File: config.mk
export PLATFORM = sky130hd
export DESIGN_NAME = button_debounce_click_hold_flat
export DESIGN_NICKNAME = d
export VERILOG_FILES = /design/src/rtl/bdch_pkg.sv /design/src/rtl/bdch_poll_if.sv /design/src/rtl/bdch_report_if.sv /design/src/rtl/bdch_core.sv /design/src/rtl/button_debounce_click_hold.sv /design/src/flat_wrapper.sv
export SDC_FILE = /design/constraint.sdc
export NUM_CORES = 1
export LEC_CHECK = 0
export ABC_AREA = 1
export BUFFER_PORTS_ARGS = -buffer_cell sky130_fd_sc_hd__buf_2
export CAP_MARGIN = 20
export CORE_MARGIN = 5
export CORE_UTILIZATION = 40
export CTS_CLUSTER_SIZE = 14
export DETAILED_ROUTE_END_ITERATION = 7
export RECOVER_POWER = 25
export SYNTH_ARGS = -nofsm -noshare
export SYNTH_HDL_FRONTEND = slang
export SYNTH_SLANG_ARGS = --single-unit
File: constraint.sdc
create_clock -name clk -period 4.01 [get_ports clk]
set_input_delay 0.2005 -clock clk [delete_from_list [all_inputs] [get_ports clk]]
set_output_delay 0.2005 -clock clk [all_outputs]
set_load 0.05 [all_outputs]
File: src/rtl/bdch_pkg.sv
// ----------------------------------------------------------------------------
// bdch_pkg
// Types and constants shared by the button debounce, click and hold block.
// ----------------------------------------------------------------------------
package bdch_pkg;

	localparam int unsigned TIME_W  = 16;
	localparam int unsigned TICKS_W = 8;
	localparam int unsigned COUNT_W = TIME_W + 1;
	localparam int unsigned CFG_IDX_W = 2;

	localparam logic [TIME_W-1:0] DEBOUNCE_TIME_RST       = 16'd0;
	localparam logic [TIME_W-1:0] HOLD_TIME_RST           = 16'd1000;
	localparam logic [TIME_W-1:0] DOUBLE_CLICK_WINDOW_RST = 16'd300;
	localparam logic              INITIAL_LEVEL_RST       = 1'b0;

	typedef enum logic [CFG_IDX_W-1:0] {
		REG_DEBOUNCE_TIME       = 2'd0,
		REG_HOLD_TIME           = 2'd1,
		REG_DOUBLE_CLICK_WINDOW = 2'd2,
		REG_INITIAL_LEVEL       = 2'd3
	} cfg_reg_t;

	typedef struct packed {
		logic               raw_level;
		logic [TICKS_W-1:0] ticks_elapsed;
	} poll_item_t;

	typedef struct packed {
		logic level_changed;
		logic new_level;
		logic clicked;
		logic double_clicked;
		logic held;
	} report_item_t;

	typedef struct packed {
		logic step;
		logic init_we;
		logic init_val;
	} bdch_ctl_t;

endpackage

File: src/rtl/bdch_poll_if.sv
// ----------------------------------------------------------------------------
// bdch_poll_if
// Channel that carries one poll of the raw switch level per beat.
// ----------------------------------------------------------------------------
interface bdch_poll_if;
	logic       valid;
	logic       ready;
	logic       raw_level;
	logic [7:0] ticks_elapsed;

	modport source (output valid, output raw_level, output ticks_elapsed, input ready);
	modport sink (input valid, input raw_level, input ticks_elapsed, output ready);
endinterface

File: src/rtl/bdch_report_if.sv
// ----------------------------------------------------------------------------
// bdch_report_if
// Channel that carries the debounced level and button events, one per beat.
// ----------------------------------------------------------------------------
interface bdch_report_if;
	logic valid;
	logic ready;
	logic level_changed;
	logic new_level;
	logic clicked;
	logic double_clicked;
	logic held;

	modport source (
		output valid, output level_changed, output new_level, output clicked,
		output double_clicked, output held, input ready
	);
	modport sink (
		input valid, input level_changed, input new_level, input clicked,
		input double_clicked, input held, output ready
	);
endinterface

File: src/rtl/bdch_core.sv
// ----------------------------------------------------------------------------
// bdch_core
// Button state and the single-pass update for one poll: debounce lockout,
// hold timer and double-click window.
// ----------------------------------------------------------------------------
module bdch_core
	import bdch_pkg::*;
(
	input  logic                clk,
	input  logic                arst_n,
	input  bdch_ctl_t           ctl,
	input  poll_item_t          item,
	input  logic [TIME_W-1:0]   debounce_time,
	input  logic [TIME_W-1:0]   hold_time,
	input  logic [TIME_W-1:0]   double_click_window,
	output report_item_t        result
);

	logic               stable_q, stable_n;
	logic [COUNT_W-1:0] debounce_count_q, debounce_count_n;
	logic [COUNT_W-1:0] hold_count_q, hold_count_n;
	logic               hold_fired_q, hold_fired_n;
	logic               click_pending_q, click_pending_n;
	logic [COUNT_W-1:0] window_count_q, window_count_n;
	logic [COUNT_W-1:0] ticks;

	always_comb begin
		ticks            = {{(COUNT_W-TICKS_W){1'b0}}, item.ticks_elapsed};
		stable_n         = stable_q;
		debounce_count_n = debounce_count_q;
		hold_count_n     = hold_count_q;
		hold_fired_n     = hold_fired_q;
		click_pending_n  = click_pending_q;
		window_count_n   = window_count_q;
		result           = '0;

		if (debounce_count_q < {1'b0, debounce_time}) begin
			debounce_count_n = debounce_count_q + ticks;
		end else if (item.raw_level != stable_q) begin
			if (item.raw_level) begin
				if (!click_pending_q) begin
					click_pending_n = 1'b1;
					hold_count_n    = '0;
					hold_fired_n    = 1'b0;
					window_count_n  = '0;
				end else if (window_count_q < {1'b0, double_click_window}) begin
					click_pending_n       = 1'b0;
					result.double_clicked = 1'b1;
				end
			end
			result.level_changed = 1'b1;
			stable_n             = item.raw_level;
			debounce_count_n     = '0;
		end

		if (stable_n) begin
			if (hold_count_n < {1'b0, hold_time}) begin
				hold_count_n = hold_count_n + ticks;
			end else if (!hold_fired_n) begin
				result.held  = 1'b1;
				hold_fired_n = 1'b1;
			end
		end

		if (window_count_n < {1'b0, double_click_window}) begin
			window_count_n = window_count_n + ticks;
		end else if (click_pending_n && !stable_n) begin
			result.clicked  = !hold_fired_n;
			click_pending_n = 1'b0;
		end

		result.new_level = stable_n;
	end

	always_ff @(posedge clk or negedge arst_n) begin
		if (!arst_n) begin
			stable_q         <= INITIAL_LEVEL_RST;
			debounce_count_q <= '0;
			hold_count_q     <= '0;
			hold_fired_q     <= 1'b0;
			click_pending_q  <= 1'b0;
			window_count_q   <= '0;
		end else if (ctl.step) begin
			stable_q         <= stable_n;
			debounce_count_q <= debounce_count_n;
			hold_count_q     <= hold_count_n;
			hold_fired_q     <= hold_fired_n;
			click_pending_q  <= click_pending_n;
			window_count_q   <= window_count_n;
		end else if (ctl.init_we) begin
			stable_q <= ctl.init_val;
		end
	end

endmodule

File: src/rtl/button_debounce_click_hold.sv
// ----------------------------------------------------------------------------
// button_debounce_click_hold
// An accepted poll is registered in item_s1, and its result in out_q.
// Throughput: one poll per cycle if report is not stalled (single-pass core).
// Reset: arst_n clears all counters and event state, sets the stable level to
// released and loads the register reset values; no clearing pass is needed.
// ----------------------------------------------------------------------------
module button_debounce_click_hold
	import bdch_pkg::*;
(
	input  logic                  clk,
	input  logic                  arst_n,
	bdch_poll_if.sink             poll,
	bdch_report_if.source         report,
	input  logic                  cfg_we,
	input  logic [CFG_IDX_W-1:0]  cfg_index,
	input  logic [TIME_W-1:0]     cfg_data
);

	logic [TIME_W-1:0] debounce_time_q;
	logic [TIME_W-1:0] hold_time_q;
	logic [TIME_W-1:0] double_click_window_q;

	logic         valid_s1;
	poll_item_t   item_s1;
	logic         adv_s1;
	logic         out_valid_q;
	report_item_t out_q;
	report_item_t result;
	bdch_ctl_t    ctl;

	assign adv_s1     = valid_s1 && (!out_valid_q || report.ready);
	assign poll.ready = !valid_s1 || adv_s1;

	assign ctl.step     = adv_s1;
	assign ctl.init_we  = cfg_we && (cfg_index == REG_INITIAL_LEVEL);
	assign ctl.init_val = cfg_data[0];

	always_ff @(posedge clk or negedge arst_n) begin
		if (!arst_n) begin
			debounce_time_q       <= DEBOUNCE_TIME_RST;
			hold_time_q           <= HOLD_TIME_RST;
			double_click_window_q <= DOUBLE_CLICK_WINDOW_RST;
		end else if (cfg_we) begin
			case (cfg_index)
				REG_DEBOUNCE_TIME:       debounce_time_q       <= cfg_data;
				REG_HOLD_TIME:           hold_time_q           <= cfg_data;
				REG_DOUBLE_CLICK_WINDOW: double_click_window_q <= cfg_data;
				default: ;
			endcase
		end
	end

	always_ff @(posedge clk or negedge arst_n) begin
		if (!arst_n) begin
			valid_s1 <= 1'b0;
		end else if (poll.valid && poll.ready) begin
			valid_s1 <= 1'b1;
		end else if (adv_s1) begin
			valid_s1 <= 1'b0;
		end
	end

	always_ff @(posedge clk) begin
		if (poll.valid && poll.ready) begin
			item_s1.raw_level     <= poll.raw_level;
			item_s1.ticks_elapsed <= poll.ticks_elapsed;
		end
	end

	bdch_core u_core (
		.clk                 (clk),
		.arst_n              (arst_n),
		.ctl                 (ctl),
		.item                (item_s1),
		.debounce_time       (debounce_time_q),
		.hold_time           (hold_time_q),
		.double_click_window (double_click_window_q),
		.result              (result)
	);

	always_ff @(posedge clk or negedge arst_n) begin
		if (!arst_n) begin
			out_valid_q <= 1'b0;
		end else if (adv_s1) begin
			out_valid_q <= 1'b1;
		end else if (report.ready) begin
			out_valid_q <= 1'b0;
		end
	end

	always_ff @(posedge clk) begin
		if (adv_s1) begin
			out_q <= result;
		end
	end

	assign report.valid          = out_valid_q;
	assign report.level_changed  = out_q.level_changed;
	assign report.new_level      = out_q.new_level;
	assign report.clicked        = out_q.clicked;
	assign report.double_clicked = out_q.double_clicked;
	assign report.held           = out_q.held;

`ifndef SYNTHESIS
	a_dbl_is_press: assert property (@(posedge clk) disable iff (!arst_n)
		out_valid_q && out_q.double_clicked |-> out_q.level_changed && out_q.new_level)
		else $error("double click reported without an accepted press");

	a_held_pressed: assert property (@(posedge clk) disable iff (!arst_n)
		out_valid_q && out_q.held |-> out_q.new_level && !out_q.clicked)
		else $error("hold reported while released or together with a click");

	a_click_released: assert property (@(posedge clk) disable iff (!arst_n)
		out_valid_q && out_q.clicked |-> !out_q.new_level && !out_q.double_clicked)
		else $error("click reported while pressed or with a double click");

	a_result_follows: assert property (@(posedge clk) disable iff (!arst_n)
		adv_s1 |=> out_valid_q)
		else $error("processed poll did not produce a result");
`endif

endmodule
File: src/flat_wrapper.sv
// flat-port wrapper written by rule: the top's interface ports become plain ports
module button_debounce_click_hold_flat import bdch_pkg::*;
  (clk, arst_n, cfg_we, cfg_index, cfg_data, poll_valid, poll_raw_level, poll_ticks_elapsed, poll_ready, report_valid, report_level_changed, report_new_level, report_clicked, report_double_clicked, report_held, report_ready);
  bdch_poll_if poll_i ();
  bdch_report_if report_i ();
  input  logic clk;
  input  logic arst_n;
  input  logic cfg_we;
  input  logic [CFG_IDX_W-1:0] cfg_index;
  input  logic [TIME_W-1:0] cfg_data;
  input wire logic [$bits(poll_i.valid)-1:0] poll_valid;
  input wire logic [$bits(poll_i.raw_level)-1:0] poll_raw_level;
  input wire logic [$bits(poll_i.ticks_elapsed)-1:0] poll_ticks_elapsed;
  output wire logic [$bits(poll_i.ready)-1:0] poll_ready;
  output wire logic [$bits(report_i.valid)-1:0] report_valid;
  output wire logic [$bits(report_i.level_changed)-1:0] report_level_changed;
  output wire logic [$bits(report_i.new_level)-1:0] report_new_level;
  output wire logic [$bits(report_i.clicked)-1:0] report_clicked;
  output wire logic [$bits(report_i.double_clicked)-1:0] report_double_clicked;
  output wire logic [$bits(report_i.held)-1:0] report_held;
  input wire logic [$bits(report_i.ready)-1:0] report_ready;
  assign poll_i.valid = poll_valid;
  assign poll_i.raw_level = poll_raw_level;
  assign poll_i.ticks_elapsed = poll_ticks_elapsed;
  assign poll_ready = poll_i.ready;
  assign report_valid = report_i.valid;
  assign report_level_changed = report_i.level_changed;
  assign report_new_level = report_i.new_level;
  assign report_clicked = report_i.clicked;
  assign report_double_clicked = report_i.double_clicked;
  assign report_held = report_i.held;
  assign report_i.ready = report_ready;
  button_debounce_click_hold u_core (.clk(clk), .arst_n(arst_n), .poll(poll_i), .report(report_i), .cfg_we(cfg_we), .cfg_index(cfg_index), .cfg_data(cfg_data));
endmodule
### Word-level counts from Yosys, hierarchy flattened

Index checks and enable logic that the tools add are counted.

| word-level totals | value |
|---|---|
| input port bits | 32 |
| logic and storage cells | 93 |
| output and inout port bits | 7 |
| register bits after elaboration | 118 |

| operators by class | value |
|---|---|
| bitwise gates (word level) | 5 |
| multiplexer cells | 37 |
| order comparisons | 4 |
| equality and inequality tests | 4 |
| reduce and logical (&&, ||, !) cells | 22 |
| add/sub/neg operators | 3 |

Operator list:

| kind | count |
|---|---|
| 17-bit two-way mux | 13 |
| 17-bit by 16-bit less-than comparator with 1-bit output | 4 |
| 17-bit by 8-bit adder with 17-bit output | 3 |
| 1-bit two-way mux | 24 |
| 2-bit AND reduction | 4 |
| 2-bit nonzero test | 4 |
| 1-bit NOT | 5 |
| 2-bit equality test (second input constant) | 2 |
| 1-bit logical AND | 4 |
| 1-bit logical NOT | 4 |
| 2-bit OR reduction | 2 |
| 4-bit OR reduction | 1 |
| 2-bit by 1-bit equality test with 1-bit output (second input constant) | 1 |
| 2-bit logical NOT | 1 |
| 1-bit logical OR | 2 |
| 1-bit != test | 1 |

### Depth between registers and ports, before layout

| logic depth | value |
|---|---|
| word-level depth | 9 |
| mapped depth | 31 |
| depth with buffers taken out | 29 |

### Modules after synthesis

A second synthesis with hierarchy kept.

| unflattened totals | value |
|---|---|
| cells, all modules | 1,063 |
| area total of the unflattened synthesis | 8,230.4 um^2 |

By module, submodules not included:

| module | area an instance (um^2) | sequential area each (um^2) | cells an instance | times used |
|---|---|---|---|---|
| bdch_core | 5,674.2 | 1,351.3 | 822 | 1 |
| button_debounce_click_hold | 2,556.2 | 1,684.1 | 241 | 1 |

### Least setup slack after synthesis

Ideal clock, no wire load.

| path | value |
|---|---|
| path type | register to register |
| start | register u_core.u_core.debounce_count_q[8] |
| end | register u_core.u_core.hold_count_q[15] |
| clock period less this slack | 3,667 ps |
| slack | 343 ps |
| arrival | 3,550 ps |
| cell stages (with the launch flop) | 29 |
| buffers on the path | 3 |
| library setup time | 116 ps |
| data required time | 3,894 ps |
| path through | dfrtp_1 ha_1 nand2_1 nor2_1 nand3_1 nor2_1 nor2_2 nand2_4 nand2_8 inv_2 buf_6 buf_2 buf_2 nor2_1 ha_1 a21oi_1 and2_1 o21ai_0 nand2_1 nand2_1 nand2_1 nand2_1 nand2_1 nor2_1 nand4_1 nor2_2 nand2_1 nand2_1 nand2_1 |

| on the way | value |
|---|---|
| cells in the longest elaborated chain, start to end | 5 |
| elaborated cells between the ends (all ways) | 7 |
| classes of those cells | add/sub (1); order compare (2); mux (4) |

RTL lines:

| item | line | RTL |
|---|---|---|
| start, declared | bdch_core.sv:20 | `logic [COUNT_W-1:0] debounce_count_q, debounce_count_n;` |
| start signal, assigned | bdch_core.sv:85 | `debounce_count_q <= debounce_count_n;` |
| 17-bit by 16-bit less-than comparator with 1-bit output * | bdch_core.sv:37 | `if (debounce_count_q < {1'b0, debounce_time}) begin` |
| 17-bit two-way mux | bdch_core.sv:37 |  |
| 17-bit by 8-bit adder with 17-bit output / 17-bit by 16-bit less-than comparator with 1-bit output (equally long branches) | bdch_core.sv:58, bdch_core.sv:57 |  |
| 17-bit two-way mux | bdch_core.sv:57 | `if (hold_count_n < {1'b0, hold_time}) begin` |
| 17-bit two-way mux * | bdch_core.sv:56 | `if (stable_n) begin` |
| end signal, assigned | bdch_core.sv:86 | `hold_count_q <= hold_count_n;` |
| end, declared | bdch_core.sv:21 | `logic [COUNT_W-1:0] hold_count_q, hold_count_n;` |

Every way passes the cells marked *; elsewhere a longest branch is shown, timed or not.
A chain may end at the register's enable or synchronous reset.

### Worst setup path after layout

| path | value |
|---|---|
| start | register u_core.u_core.debounce_count_q[12] |
| end | register u_core.u_core.hold_count_q[15] |

The elaborated chain is that of the path after synthesis.

==> reports/qor.yml <==
status: "finished, violations left"
violations: "capacitance limit, slew limit"
clk_latency_ns: 0.42
drive_above_1_share_pct: 10.29
clkPwrFrac_pct: 25.4
rsz0062_at_grt: "true"
regArea_um2: 3035
yosysSeqAreaShare_pct: 38.91
post-route-util_pct: 46.63
finalSetupViolCount: 0
postLayoutSetupSlackWorst_ns: 0.3272
top_layer_used: "met4"
drc: 0
wl_met3_um: 889
comb_power_share_pct: 45.7
clockRootBuffer: "clkbuf_16"
grt_max_degree: 58
wire_per_inst_um: 14.88
whs_ns: 0.05732
p_int_mw: 3.526
area_growth_pct: 15.57
crit_required_ns: 4.32
dp_slack_ns: 0.2010
drt_first_pass_iters: 5
cp-end-kind: "flip-flop"
synth_cells: 996
dr_wl_met2_um: 8922
crit_fanout: 13
antenna_found_initial: 0
numClockSinks: 118
period_share_pct: 91.84
place_congestion: 0.8168
worstPathArrival_ns: 4.00
dieWidth_um: 149.7
max_slew.worst_pin.slew_ns: 3.255
path_class: "reg2reg"
hpwl_um: 14960
start_util_pct: 40.35
drtAntennaViolNets: 0
clkSlewWorstSetupHoldPaths_ns: 0.06
p_switching_mw: 2.534
cts_made_buffers: 17
skew_ns: 0.009748
stdcell_count: 1334
die_h_um: 149.7
switching_share_pct: 41.82
cts_setup_buffers: 0
nFillCells: 1890
synth_area_per_cell_um2: 7.833
via_per_inst: 4.960
cts_max_level: 4
drv_cap: 1
rrSetupSlack_ns: 0.33
grt_pass1_vias: 6508
cts_tree: "built"
synth_cell_types: 47
irDropWorstVdd_mv: 0.3625
ys.flop_type: "dfrtp_1"
rr_worst_depth: 23
crit_top_cell: "nand2_1"
syn_area_um2: 7801
clock_path_buffers: 2
grt_first_pass_wirelength_um: 33150
drv_slew: 58
nNetsFinal: 1176
grtUsageTotal_pct: 18.94
cpMaxStageDelayCell: "dfrtp_1"
ys_ff_latch: 118
crit_chain: "ha_1, nand2_1, nor2_1, nand2_1, nor2_1, nor2_2, nand2_4, nand2_8, inv_2, buf_4, buf_4, nor2_1, ha_1, a21oi_1, o21ai_0, a21oi_1, nand2_1, nand2_1, nand3_2, nor2_2, nand2_1, nand2_1, nand2_1"
async_flop_share_pct: 88.14
layout_min_cycle_time_ns: 3.683
setup_tns_ns: 0
hold_path.class: "in2reg"
slew_headroom_pct: -117.0
multi_input_area_um2: 4038
dieArea_um2: 22400
hold_depth: 4
hold_violations: 0
yosysWarningCount: 0
drt_iter0_drc: 342
max_freq_mhz: 271.5
slowest_delay_ns: 0.40
cp-start-kind: "flip-flop"
p_per_area_nw_per_um2: 672.2
fp.coreArea_um2: 19330
io_pins: 39
rows: 51
routed_wl_um: 19850
p_seq_share_pct: 29.0
synth_nets: 1116
synth-edff-count: 14
met1_length_um: 9686
dpl.cell_count: 1289
num_vias: 6616
leakage_nw: 4.605
antennaDiodeCount: 0
grt-ovfl-total: 0
place.port_buffers: 38
## power groups by stage
stage	Clock, mW	Combinational, mW	Sequential [mW]
after floorplan	0	2.08	1.74
after global placement	0	2.70	1.76
after detailed placement	0	2.75	1.76
after CTS	1.57	2.77	1.75
after global routing	1.61	3.21	1.80
final	1.54	2.77	1.75
## stage by stage
| step | area, um2 | total power [mW] |
|---|---|---|
| 2_1_floorplan | 7801 | 3.826 |
| 3_3_place_gp | 8295 | 4.461 |
| 3_5_place_dp | 8295 | 4.513 |
| 4_1_cts | 8995 | 6.092 |
| 5_1_grt | 9016 | 6.624 |
| 6_report | 9016 | 6.060 |
## synth_stat cells (all sizes together), types with 2 or more instances
| cell | n | share of area [%] |
|---|---|---|
| nand2 | 253 | 13 |
| inv | 161 | 7.7 |
| dfrtp | 94 | 30 |
| o21ai | 88 | 5.6 |
| ha | 85 | 14 |
| nor2 | 80 | 4.1 |
| a21oi | 53 | 3.6 |
| nand3 | 48 | 3.1 |
| xor2 | 18 | 2.0 |
| nand4 | 15 | 1.2 |
| edfxtp | 14 | 5.4 |
| buf | 13 | 1.1 |
| nor3 | 11 | 0.90 |
| dfstp | 10 | 3.4 |
| xnor2 | 10 | 1.1 |
| clkbuf | 9 | 0.43 |
| a211oi | 4 | 0.38 |
| o22ai | 4 | 0.32 |
| a21o | 3 | 0.29 |
| fa | 3 | 0.77 |
| o211ai | 3 | 0.29 |
| o31ai | 3 | 0.29 |
| a21boi | 2 | 0.19 |
| o21bai | 2 | 0.19 |
| o311ai | 2 | 0.22 |
## worst max-delay path, delay by kind of cell (launching register included)
kind,cells,cell delay [ns]
buffers and inverters,3,0.62
AOI/OAI and AO/OA,3,0.35
adders and majority gates,2,0.60
DFF,1,0.40
and+or+nand+nor,15,1.58
## cell usage in the layout (no fill, tap or decap), types with 5 or more instances in the layout
| master | instances |
|---|---|
| inv_1 | 157 |
| ha_1 | 85 |
| edfxtp_1 | 14 |
| buf_2 | 36 |
| nand3_1 | 47 |
| nand4_1 | 15 |
| nor3_1 | 8 |
| a21oi_1 | 51 |
| clkbuf_16 | 17 |
| o21ai_1 | 5 |
| xor2_1 | 18 |
| nand2_1 | 246 |
| o21ai_0 | 83 |
| xnor2_1 | 10 |
| nor2_2 | 5 |
| dfstp_2 | 8 |
| buf_4 | 11 |
| nor2_1 | 74 |
| dlygate4sd3_1 | 11 |
| dfrtp_1 | 94 |
## registers in the layout (all words and copies together), names as in the netlist
signal and cells:
u_core.valid_s1 1, u_core.report.new_level 1, u_core.u_core.window_count_q 17, u_core.u_core.hold_count_q 17
u_core.hold_time_q 16, u_core.item_s1 9, u_core.u_core.hold_fired_q 1, u_core.report.double_clicked 1
u_core.u_core.click_pending_q 1, u_core.u_core.debounce_count_q 17, u_core.report.held 1, u_core.report.level_changed 1
u_core.debounce_time_q 16, u_core.u_core.stable_q 1, u_core.report.valid 1, u_core.report.clicked 1
u_core.double_click_window_q 16
## path summary, 6_finish.rpt
kind | from | end
worst max-delay path | u_core.u_core.debounce_count_q[12] | u_core.u_core.hold_count_q[15]
worst min-delay path | report_ready | u_core.report.valid
worst max register to register | u_core.u_core.debounce_count_q[12] | u_core.u_core.hold_count_q[15]
worst min register to register | u_core.hold_time_q[15] | u_core.hold_time_q[15]
max in group asynchronous | arst_n | u_core.double_click_window_q[12]
min in group asynchronous | arst_n | u_core.double_click_window_q[1]
## per-layer routing
layer / global-route usage, % / up-vias
met5: 0 / -
met4: 6.496 / 0
met3: 3.755 / 25
met2: 29.48 / 132
met1: 26.43 / 3101
li1: - / 3358
## cell type report
cell class / count / share of cell area (%)
multi-input cells: 694 / 44.78
flip-flops and latches: 118 / 33.67
inverters: 162 / 6.744
clock buffers: 18 / 4.760
repair buffers: 63 / 4.593
well taps: 265 / 3.677
clock inverters: 14 / 1.776
## what timing repair did
action | in CTS | in global routing
hold buffers | 11 | 0
gates resized for setup | 0 | 5
hold endpoints to repair | 55 | 0
setup endpoints to repair | 0 | 6
## cells by family (layout without fill, tap and decap cells)
kind of cell,count (synthesis),after routing,share of synthesized area [%]
buf+inv,184,257,9.334
compound gates,167,167,11.72
flops,118,118,38.91
simple gates,411,411,22.49
xor+xnor,28,28,3.143
fa+ha+maj,88,88,14.40
(Power assumes the default switching activity.)
